**src/sv/fpl2_pkg.sv**
```systemverilog
// Shared types and constants of the fixed-point log2 pipeline
`default_nettype none

package fpl2_pkg;

  // Edges from request acceptance to the edge that takes the result
  localparam int unsigned LATENCY = 5;

  // Polynomial coefficients (fraction in s15, scaled by 8)
  localparam logic [5:0]  COEF_C0     = 6'd37;
  localparam logic [15:0] COEF_C1     = 16'd46390;
  localparam logic [14:0] COEF_C2_MAG = 15'd18778;
  localparam logic [12:0] COEF_C3     = 13'd5155;

  // Rounding bias for the ceiling of the negative term
  localparam logic [14:0] ROUND_S15   = 15'h7FFF;

  // Saturation limit of the 4.12 result
  localparam logic [15:0] LOG_MAX     = 16'hFFFF;

  // Normalised operand after stage 1
  typedef struct packed {
    logic        valid;
    logic        zero;
    logic [3:0]  expo;
    logic [14:0] mant;
  } norm_t;

  // Partial polynomial after stage 4
  typedef struct packed {
    logic               valid;
    logic               zero;
    logic [3:0]         expo;
    logic signed [17:0] psum;
    logic [12:0]        t3;
  } part_t;

endpackage

`default_nettype wire

```
**src/sv/fpl2_norm.sv**
```systemverilog
// Stage 1: leading-one search and normalisation of the input
`default_nettype none

module fpl2_norm
  import fpl2_pkg::*;
(
  input  wire logic        clk_i,
  input  wire logic        rst_ni,
  input  wire logic        req_i,
  input  wire logic [15:0] value_i,
  output norm_t            norm_o
);

  logic [15:0] x8, x4, x2, x1;
  logic [3:0]  shift;
  logic        valid_q;
  logic        zero_q;
  logic [3:0]  expo_q;
  logic [14:0] mant_q;

  // Left-normalise in steps of 8, 4, 2 and 1
  always_comb begin
    shift = 4'd0;
    x8 = value_i;
    if (x8[15:8] == 8'd0) begin
      x8 = x8 << 8;
      shift[3] = 1'b1;
    end
    x4 = x8;
    if (x4[15:12] == 4'd0) begin
      x4 = x4 << 4;
      shift[2] = 1'b1;
    end
    x2 = x4;
    if (x2[15:14] == 2'd0) begin
      x2 = x2 << 2;
      shift[1] = 1'b1;
    end
    x1 = x2;
    if (!x1[15]) begin
      x1 = x1 << 1;
      shift[0] = 1'b1;
    end
  end

  // Valid bit
  always_ff @(posedge clk_i or negedge rst_ni) begin
    if (!rst_ni) begin
      valid_q <= 1'b0;
    end else begin
      valid_q <= req_i;
    end
  end

  // Payload: exponent is 15 minus shift, mantissa drops the leading one
  always_ff @(posedge clk_i) begin
    zero_q <= (value_i == 16'd0);
    expo_q <= ~shift;
    mant_q <= x1[14:0];
  end

  assign norm_o = '{valid: valid_q, zero: zero_q, expo: expo_q, mant: mant_q};

endmodule

`default_nettype wire

```
**src/sv/fpl2_poly.sv**
```systemverilog
// Stages 2 to 4: powers of the mantissa and the polynomial terms
`default_nettype none

module fpl2_poly
  import fpl2_pkg::*;
(
  input  wire logic  clk_i,
  input  wire logic  rst_ni,
  input  wire norm_t norm_i,
  output part_t      part_o
);

  // Stage 2 signals
  logic [29:0] m2_full;
  logic [30:0] t1_full;
  logic        s2_valid_q, s2_zero_q;
  logic [3:0]  s2_expo_q;
  logic [14:0] s2_mant_q, s2_m2_q;
  logic [15:0] s2_t1_q;

  // Stage 3 signals
  logic [29:0] m3_full;
  logic [30:0] t2_full;
  logic        s3_valid_q, s3_zero_q;
  logic [3:0]  s3_expo_q;
  logic [14:0] s3_m3_q;
  logic [15:0] s3_t1_q, s3_t2_q;

  // Stage 4 signals
  logic [27:0]        t3_full;
  logic signed [17:0] psum;
  logic               s4_valid_q, s4_zero_q;
  logic [3:0]         s4_expo_q;
  logic signed [17:0] s4_psum_q;
  logic [12:0]        s4_t3_q;

  // Stage 2: m squared and the linear term
  assign m2_full = 30'(norm_i.mant) * 30'(norm_i.mant);
  assign t1_full = 31'(COEF_C1) * 31'(norm_i.mant);

  // Stage 3: m cubed and the quadratic term, rounded up before negation
  assign m3_full = 30'(s2_m2_q) * 30'(s2_mant_q);
  assign t2_full = 31'(30'(COEF_C2_MAG) * 30'(s2_m2_q)) + 31'(ROUND_S15);

  // Stage 4: cubic term and the constant, linear and quadratic sum
  assign t3_full = 28'(COEF_C3) * 28'(s3_m3_q);
  assign psum    = $signed({2'b00, s3_t1_q}) + $signed(18'(COEF_C0))
                   - $signed({2'b00, s3_t2_q});

  // Valid bits
  always_ff @(posedge clk_i or negedge rst_ni) begin
    if (!rst_ni) begin
      s2_valid_q <= 1'b0;
      s3_valid_q <= 1'b0;
      s4_valid_q <= 1'b0;
    end else begin
      s2_valid_q <= norm_i.valid;
      s3_valid_q <= s2_valid_q;
      s4_valid_q <= s3_valid_q;
    end
  end

  // Payload registers
  always_ff @(posedge clk_i) begin
    s2_zero_q <= norm_i.zero;
    s2_expo_q <= norm_i.expo;
    s2_mant_q <= norm_i.mant;
    s2_m2_q   <= m2_full[29:15];
    s2_t1_q   <= t1_full[30:15];

    s3_zero_q <= s2_zero_q;
    s3_expo_q <= s2_expo_q;
    s3_m3_q   <= m3_full[29:15];
    s3_t1_q   <= s2_t1_q;
    s3_t2_q   <= t2_full[30:15];

    s4_zero_q <= s3_zero_q;
    s4_expo_q <= s3_expo_q;
    s4_psum_q <= psum;
    s4_t3_q   <= t3_full[27:15];
  end

  assign part_o = '{valid: s4_valid_q, zero: s4_zero_q, expo: s4_expo_q,
                    psum: s4_psum_q, t3: s4_t3_q};

endmodule

`default_nettype wire

```
**src/sv/fpl2_sum.sv**
```systemverilog
// Stage 5: final polynomial sum, scaling, exponent add and saturation
`default_nettype none

module fpl2_sum
  import fpl2_pkg::*;
(
  input  wire logic        clk_i,
  input  wire logic        rst_ni,
  input  wire part_t       part_i,
  output logic             valid_o,
  output logic [15:0]      log_o
);

  logic signed [17:0] poly;
  logic [14:0]        frac;
  logic [16:0]        total;
  logic [15:0]        log_d, log_q;
  logic               valid_q;

  // Add cubic term, clamp at zero, scale by 1/8, add integer part, saturate; zero input gives zero
  always_comb begin
    poly  = part_i.psum + $signed({5'b00000, part_i.t3});
    frac  = poly[17] ? 15'd0 : poly[17:3];
    total = {1'b0, part_i.expo, 12'd0} + {2'b00, frac};
    if (part_i.zero) begin
      log_d = 16'd0;
    end else if (total[16]) begin
      log_d = LOG_MAX;
    end else begin
      log_d = total[15:0];
    end
  end

  // Strobe
  always_ff @(posedge clk_i or negedge rst_ni) begin
    if (!rst_ni) begin
      valid_q <= 1'b0;
    end else begin
      valid_q <= part_i.valid;
    end
  end

  // Result register
  always_ff @(posedge clk_i) begin
    log_q <= log_d;
  end

  assign valid_o = valid_q;
  assign log_o   = log_q;

endmodule

`default_nettype wire

```
**src/sv/fixed_point_log2_u16_top.sv**
```systemverilog
// Log2 of an unsigned 16-bit value in 4.12, five-stage pipeline.
// Throughput: one request per cycle; busy_o stays low, the stages never stall.
// Stage depth: normalise, one multiply level in each of stages 2 to 4, then the final add.
// Reset clears the valid bits only; no result is strobed for requests in flight.
`default_nettype none

module fixed_point_log2_u16_top
  import fpl2_pkg::*;
(
  input  wire logic        clk_i,
  input  wire logic        rst_ni,
  input  wire logic        start_i,
  input  wire logic [15:0] linear_value_i,
  output logic             busy_o,
  output logic             valid_o,
  output logic [15:0]      log_value_o
);

  norm_t norm;
  part_t part;
  logic  req;

  // Request accepted whenever start is high; never busy
  assign busy_o = 1'b0;
  assign req    = start_i & ~busy_o;

  fpl2_norm u_norm (
    .clk_i   (clk_i),
    .rst_ni  (rst_ni),
    .req_i   (req),
    .value_i (linear_value_i),
    .norm_o  (norm)
  );

  fpl2_poly u_poly (
    .clk_i  (clk_i),
    .rst_ni (rst_ni),
    .norm_i (norm),
    .part_o (part)
  );

  fpl2_sum u_sum (
    .clk_i   (clk_i),
    .rst_ni  (rst_ni),
    .part_i  (part),
    .valid_o (valid_o),
    .log_o   (log_value_o)
  );

endmodule

`default_nettype wire

```
**config.mk**
```make
export PLATFORM = sky130hd
export DESIGN_NAME = fixed_point_log2_u16_top
export DESIGN_NICKNAME = d
export VERILOG_FILES = /design/src/sv/fpl2_pkg.sv /design/src/sv/fpl2_norm.sv /design/src/sv/fpl2_poly.sv /design/src/sv/fpl2_sum.sv /design/src/sv/fixed_point_log2_u16_top.sv
export SDC_FILE = /design/constraint.sdc
export NUM_CORES = 2
export LEC_CHECK = 0
export BUFFER_PORTS_ARGS = -buffer_cell sky130_fd_sc_hd__buf_2
export CORE_MARGIN = 2
export CORE_UTILIZATION = 65
export DETAILED_ROUTE_END_ITERATION = 10
export MAX_ROUTING_LAYER = met4
export PLACE_DENSITY = 0.89
export SYNTH_ARGS = -nofsm -noshare
export SYNTH_HDL_FRONTEND = slang
export SYNTH_SLANG_ARGS = --single-unit
```
**constraint.sdc**
```tcl
create_clock -name clk_i -period 7.56 [get_ports clk_i]
set_input_delay 1.512 -clock clk_i [delete_from_list [all_inputs] [get_ports clk_i]]
set_output_delay 1.512 -clock clk_i [all_outputs]
set_load 0.02 [all_outputs]
```
=== Word level (Yosys, flattened, before mapping) ===
Index checks and enable logic that the tools add are counted.

* Logic and storage cells: 49
* Output and inout bits: 18
* Bits of input ports: 19
* Bits in registers: 180

* Multipliers: 5
* Add/sub/neg operators: 5
* Bitwise gates (word level): 1
* Mux-type cells: 10
* Reduce and logical (&&, ||, !) cells: 4

{| class="wikitable"
|+ Operator list
! operator !! count
|-
| two-way mux 16 bit || 4
|-
| multiplier 15 x 15 -> 30 bit || 2
|-
| adder 30 x 15 -> 31 bit, second input constant || 1
|-
| multiplier 15 x 15 -> 30 bit, first input constant || 1
|-
| multiplier 14 x 15 -> 29 bit, first input constant || 1
|-
| multiplier 13 x 15 -> 28 bit, first input constant || 1
|-
| adder 18 x 14 -> 18 bit || 1
|-
| subtractor 18 x 17 -> 18 bit || 1
|-
| adder 16 x 15 -> 17 bit || 1
|-
| adder 16 x 6 -> 17 bit, second input constant || 1
|-
| logical NOT 16 bit || 1
|-
| two-way mux 15 bit || 1
|-
| two-way mux 14 bit || 1
|-
| logical NOT 8 bit || 1
|-
| logical NOT 4 bit || 1
|-
| two-way mux 1 bit || 4
|-
| NOT 4 bit || 1
|-
| logical NOT 2 bit || 1
|}

=== Logic depth before layout (Yosys ltp) ===
* Word-level depth: 8
* Depth in mapped cells: 26

=== Hierarchy ===
From an unflattened synthesis, not the netlist that was laid out.

* Cell total of the unflattened synthesis: 3188
* Area, all modules: 30339.1 um^2

{| class="wikitable"
|+ Modules (own cells, without submodules)
! module !! times used !! cells each !! sequential area each (um^2) !! area each (um^2)
|-
| fpl2_poly || 1 || 2864 || 2857.7 || 27644.0
|-
| fpl2_norm || 1 || 163 || 425.4 || 1385.1
|-
| fpl2_sum || 1 || 159 || 345.3 || 1298.7
|-
| fixed_point_log2_u16_top || 1 || 2 || 0.0 || 11.3
|}

=== Worst setup path before layout ===
OpenSTA, ideal clock, no wires.

* Kind: reg-to-reg
* Start point: register u_poly.s2_m2_q[7]
* End point: register u_poly.s3_m3_q[14]
* Data arrival time: 6347 ps
* Path buffers: 1
* Data required time: 7439 ps
* Setup slack: 1092 ps
* Cell stages (with the launch flop): 23
* Cell sequence: dfxtp_1 > clkbuf_1 > nand2_1 > fa_1 > fa_1 > fa_1 > inv_1 > fa_1 > fa_1 > inv_1 > fa_1 > inv_1 > ha_1 > and3_1 > a31o_2 > or3b_2 > a31oi_1 > nor3_1 > o41ai_1 > a21oi_1 > nor3_1 > o21bai_1 > xnor2_1

* Longest elaborated chain between the ends: 1

{| class="wikitable"
|+ RTL lines
! element !! RTL line !! source
|-
| start, declared || fpl2_poly.sv:18 || <nowiki>logic [14:0] s2_mant_q, s2_m2_q;</nowiki>
|-
| start signal, assigned || fpl2_poly.sv:68 || <nowiki>s2_m2_q <= m2_full[29:15];</nowiki>
|-
| multiplier 15 x 15 -> 30 bit || fpl2_poly.sv:42 || <nowiki>assign m3_full = 30'(s2_m2_q) * 30'(s2_mant_q);</nowiki>
|-
| named net u_poly.m3_full[29] || fpl2_poly.sv:22 || <nowiki>logic [29:0] m3_full;</nowiki>
|-
| end signal, assigned || fpl2_poly.sv:73 || <nowiki>s3_m3_q <= m3_full[29:15];</nowiki>
|-
| end, declared || fpl2_poly.sv:26 || <nowiki>logic [14:0] s3_m3_q;</nowiki>
|}

The timed path passes the listed nets, and every way through them passes these cells.
A chain may end at the register's enable or synchronous reset.

=== Worst setup path in the final report ===
* Start point: register u_poly.s2_m2_q[7]
* End point: register u_poly.s3_t2_q[13]

* Longest elaborated chain between the ends: 2

{| class="wikitable"
|+ RTL lines
! element !! RTL line !! source
|-
| multiplier 14 x 15 -> 29 bit || fpl2_poly.sv:43 || <nowiki>assign t2_full = 31'(30'(COEF_C2_MAG) * 30'(s2_m2_q)) + 31'(ROUND_S15);</nowiki>
|-
| adder 30 x 15 -> 31 bit || fpl2_poly.sv:43 ||
|-
| named net u_poly.t2_full[28] || fpl2_poly.sv:23 || <nowiki>logic [30:0] t2_full;</nowiki>
|-
| end signal, assigned || fpl2_poly.sv:75 || <nowiki>s3_t2_q <= t2_full[30:15];</nowiki>
|-
| end, declared || fpl2_poly.sv:27 || <nowiki>logic [15:0] s3_t1_q, s3_t2_q;</nowiki>
|}

The timed path passes the listed nets, and every way through them passes these cells.

==> flow_summary.yaml <==
run_status:
  status: "finished clean"
routing:
  drt_iter0_drc: 1763
  post_drt_via_cell_ratio: 5.695
  drtPass1Iterations: 6
  vias: 21389
  drt_wl_total_um: 67630
  wire_per_inst_um: 18.00
  drcViolationCount: 0
  final_antenna_net_count: 0
critical_path:
  reg2regPathDepth: 22
  r2r_start: "u_poly.s2_m2_q[7]$_DFF_P_"
  crit_arrival_ns: 7.47
  critPathCaptureType: "register"
  r2r_slack_ns: 0.44
  start_kind: "register"
  path_max_fanout: 12
  worst_r2r_endpoint: "u_poly.s3_t2_q[13]$_DFF_P_"
  required_ns: 7.91
  path_class: "reg -> reg"
sta:
  rsz0062_at_grt: "no"
  skew_ns: 0.01195
  slew_viol_final: 0
  tns_ns: 0
  worst_pin_slew_ns: 0.9280
  slew_headroom_pct: 37.26
  fmax_mhz: 140.4
  fin_crit_ns: 7.120
  final.period_utilization_pct: 94.18
  finalHoldViolations: 0
  setup_violations: 0
die:
  io_pins: 37
  rows: 78
  core-area_um2: 45090
  die_y_um: 217.1
  die_area_um2: 47150
  initial_core_util_pct: 65.48
  die-width_um: 217.1
clock_tree:
  cts.hold.buffers_added: 0
  cts-root-buf: "clkbuf_16"
  cts_max_path_buffers: 2
  cts_tree: "done"
  clkLatencyLatePin_ns: 0.46
  cts_buffers: 17
  h-tree-depth: 4
  clock-sinks: 180
  clkTransAtPathRegs_ns: 0.08
  post_cts_buffers: 0
grt:
  gr-max-usage-layer: "met2"
  overflow: 0
  grt_pass1_wl_um: 112200
  grt_max_degree: 21
  grt_use_met3_pct: 4.165
  grt_pass1_vias: 23194
  grt_use_met1_pct: 36.85
  antenna_found_initial: 1
  grt.total_usage_pct: 30.78
  grt_util_met2_pct: 52.98
min_path:
  min_from: "u_poly.s2_t1_q[7]$_DFF_P_"
  hold_depth: 0
  hold_class: "reg -> reg"
  min_to: "u_poly.s3_t1_q[7]$_DFF_P_"
placement:
  io_buffer_count: 35
  gp_congestion: 0.9272
  dp_hpwl_um: 56450
yosys:
  synth_area_leaders: "fa_1, ha_1, dfxtp_1"
  syn-num-nets: 4170
  synth_top_area_cell: "fa_1"
  synth_top_cell_area_share_pct: 30.85
  ys_warn_count: 0
  synth_flop_cell: "dfxtp_1"
  synth_cell_types: 79
  synthCells: 3107
  synth_edf_count: 0
  syn_area_per_cell_um2: 9.503
  synth_seq_area_share_pct: 12.29
  synth-seq-cells: 180
  synth_area_um2: 29530
  synthArstFlopShare_pct: 2.778
layout:
  synthToLayoutAreaGrowth_pct: 5.534
  nFillCells: 3132
  drive_gt1_share_pct: 4.596
  final_cell_mix: "inv_1, ha_1, fa_1"
  nets: 4205
  layout_commonest_cell: "inv_1"
job:
  maxCapViolations: 0
==> registers in the layout, indices dropped and copies added, names as in the netlist, 4 cells and up <==
signal            flops
u_poly.s3_expo_q      4
u_poly.s2_t1_q       16
u_poly.s2_mant_q     15
u_poly.s3_t2_q       16
u_poly.s3_t1_q       16
u_sum.log_o          16
u_poly.s4_psum_q     18
u_poly.s2_expo_q      4
u_poly.s4_expo_q      4
u_poly.s2_m2_q       15
u_poly.s4_t3_q       13
u_poly.s3_m3_q       15
u_norm.mant_q        15
u_norm.expo_q         4
==> logic make-up after synthesis <==
logic type	count (synthesis)	share of synthesized area [%]
mux	14	0.5297
xor+xnor	124	3.704
buf+inv	767	9.780
fa+ha+maj	1044	55.81
flops	180	12.29
simple gates	676	11.17
compound gates	301	6.704
other cells	1	0.01270
==> Yosys cell counts, drive strengths merged, types with 10 or more instances <==
master and n:
mux2i 10, a21oi 87, ha 589, and3 13
a31oi 11, nand2 214, nand4 13, o21a 21
dfxtp 175, clkbuf 58, inv 705, nand3 27
a21o 34, o21ai 63, xnor2 87, nor2b 18
a211oi 13, and2 153, or2 12, nor3 42
nor4 11, xor2 37, nor2 144, fa 455
==> metal layers <==
layer,vias to the layer above,share of wire [%]
li1,9880,-
met1,10483,40
met2,796,50
met3,230,6.2
met4,0,4.1
met5,-,0
==> worst max-delay path, stage by stage, from the launching register on <==
cell and delay, ns:
dfxtp_1 0.61, buf_4 0.29, ha_1 0.25, ha_1 0.27, inv_1 0.05, fa_1 0.56
inv_1 0.07, fa_1 0.48, fa_1 0.50, inv_1 0.06, fa_1 0.49, inv_1 0.05
ha_1 0.24, a21oi_1 0.35, o211ai_1 0.15, a31oi_1 0.33, o41ai_4 0.15, xor2_2 0.22
or4b_4 0.51, or4_4 0.45, or3_4 0.35, or4_4 0.43, xor2_1 0.15
==> how the worst max path moves through the flow <==
stage / start / to / slack (ns) / cells after the start
3_3_place_gp: u_norm.mant_q[2]$_DFF_P_ / u_poly.s2_m2_q[14]$_DFF_P_ / 0.51 / 23
4_1_cts: u_norm.mant_q[1]$_DFF_P_ / u_poly.s2_m2_q[14]$_DFF_P_ / 0.38 / 21
6_report: u_poly.s2_m2_q[7]$_DFF_P_ / u_poly.s3_t2_q[13]$_DFF_P_ / 0.44 / 22
5_1_grt: u_norm.mant_q[4]$_DFF_P_ / u_poly.s2_m2_q[14]$_DFF_P_ / 0.009 / 23
3_5_place_dp: u_norm.mant_q[1]$_DFF_P_ / u_poly.s2_m2_q[14]$_DFF_P_ / 0.46 / 21
2_1_floorplan: u_poly.s2_m2_q[7]$_DFF_P_ / u_poly.s3_m3_q[14]$_DFF_P_ / 1.09 / 22
==> what timing repair did <==
item / 4_1_cts / 5_1_grt
endpoints found under the hold margin: 0 / 0
gates resized for setup: 0 / 3
setup endpoints to repair: 0 / 2
==> cell type report <==
| type | count | area (um^2) | area share, % |
|---|---|---|---|
| antenna | 1 | 2.502 | 0.008031 |
| clock inverter | 14 | 185.2 | 0.5943 |
| multi-input combinational | 2160 | 23010 | 73.84 |
| clock buffer | 18 | 439.2 | 1.409 |
| timing repair buffer | 77 | 490.5 | 1.574 |
| inverter | 706 | 2650 | 8.505 |
| tap | 600 | 750.7 | 2.409 |
| sequential | 180 | 3632 | 11.66 |
==> through the flow <==
step	area, um^2	utilization [%]	setup slack, ns	hold WS [ns]	instances
after floorplan	29530	-	1.092	0.3096	3107
after global placement	30530	67.71	0.5136	0.3105	3723
after detailed placement	30530	67.71	0.4642	0.3121	3723
after CTS	31150	69.09	0.3778	0.3242	3755
after global routing	31160	69.11	0.009334	0.3231	3756
final	31160	69.11	0.4396	0.3237	3756
Power is left out: the tool's default activity adds up to more than one toggle a clock period on the data nets, which glitch-free logic cannot reach.
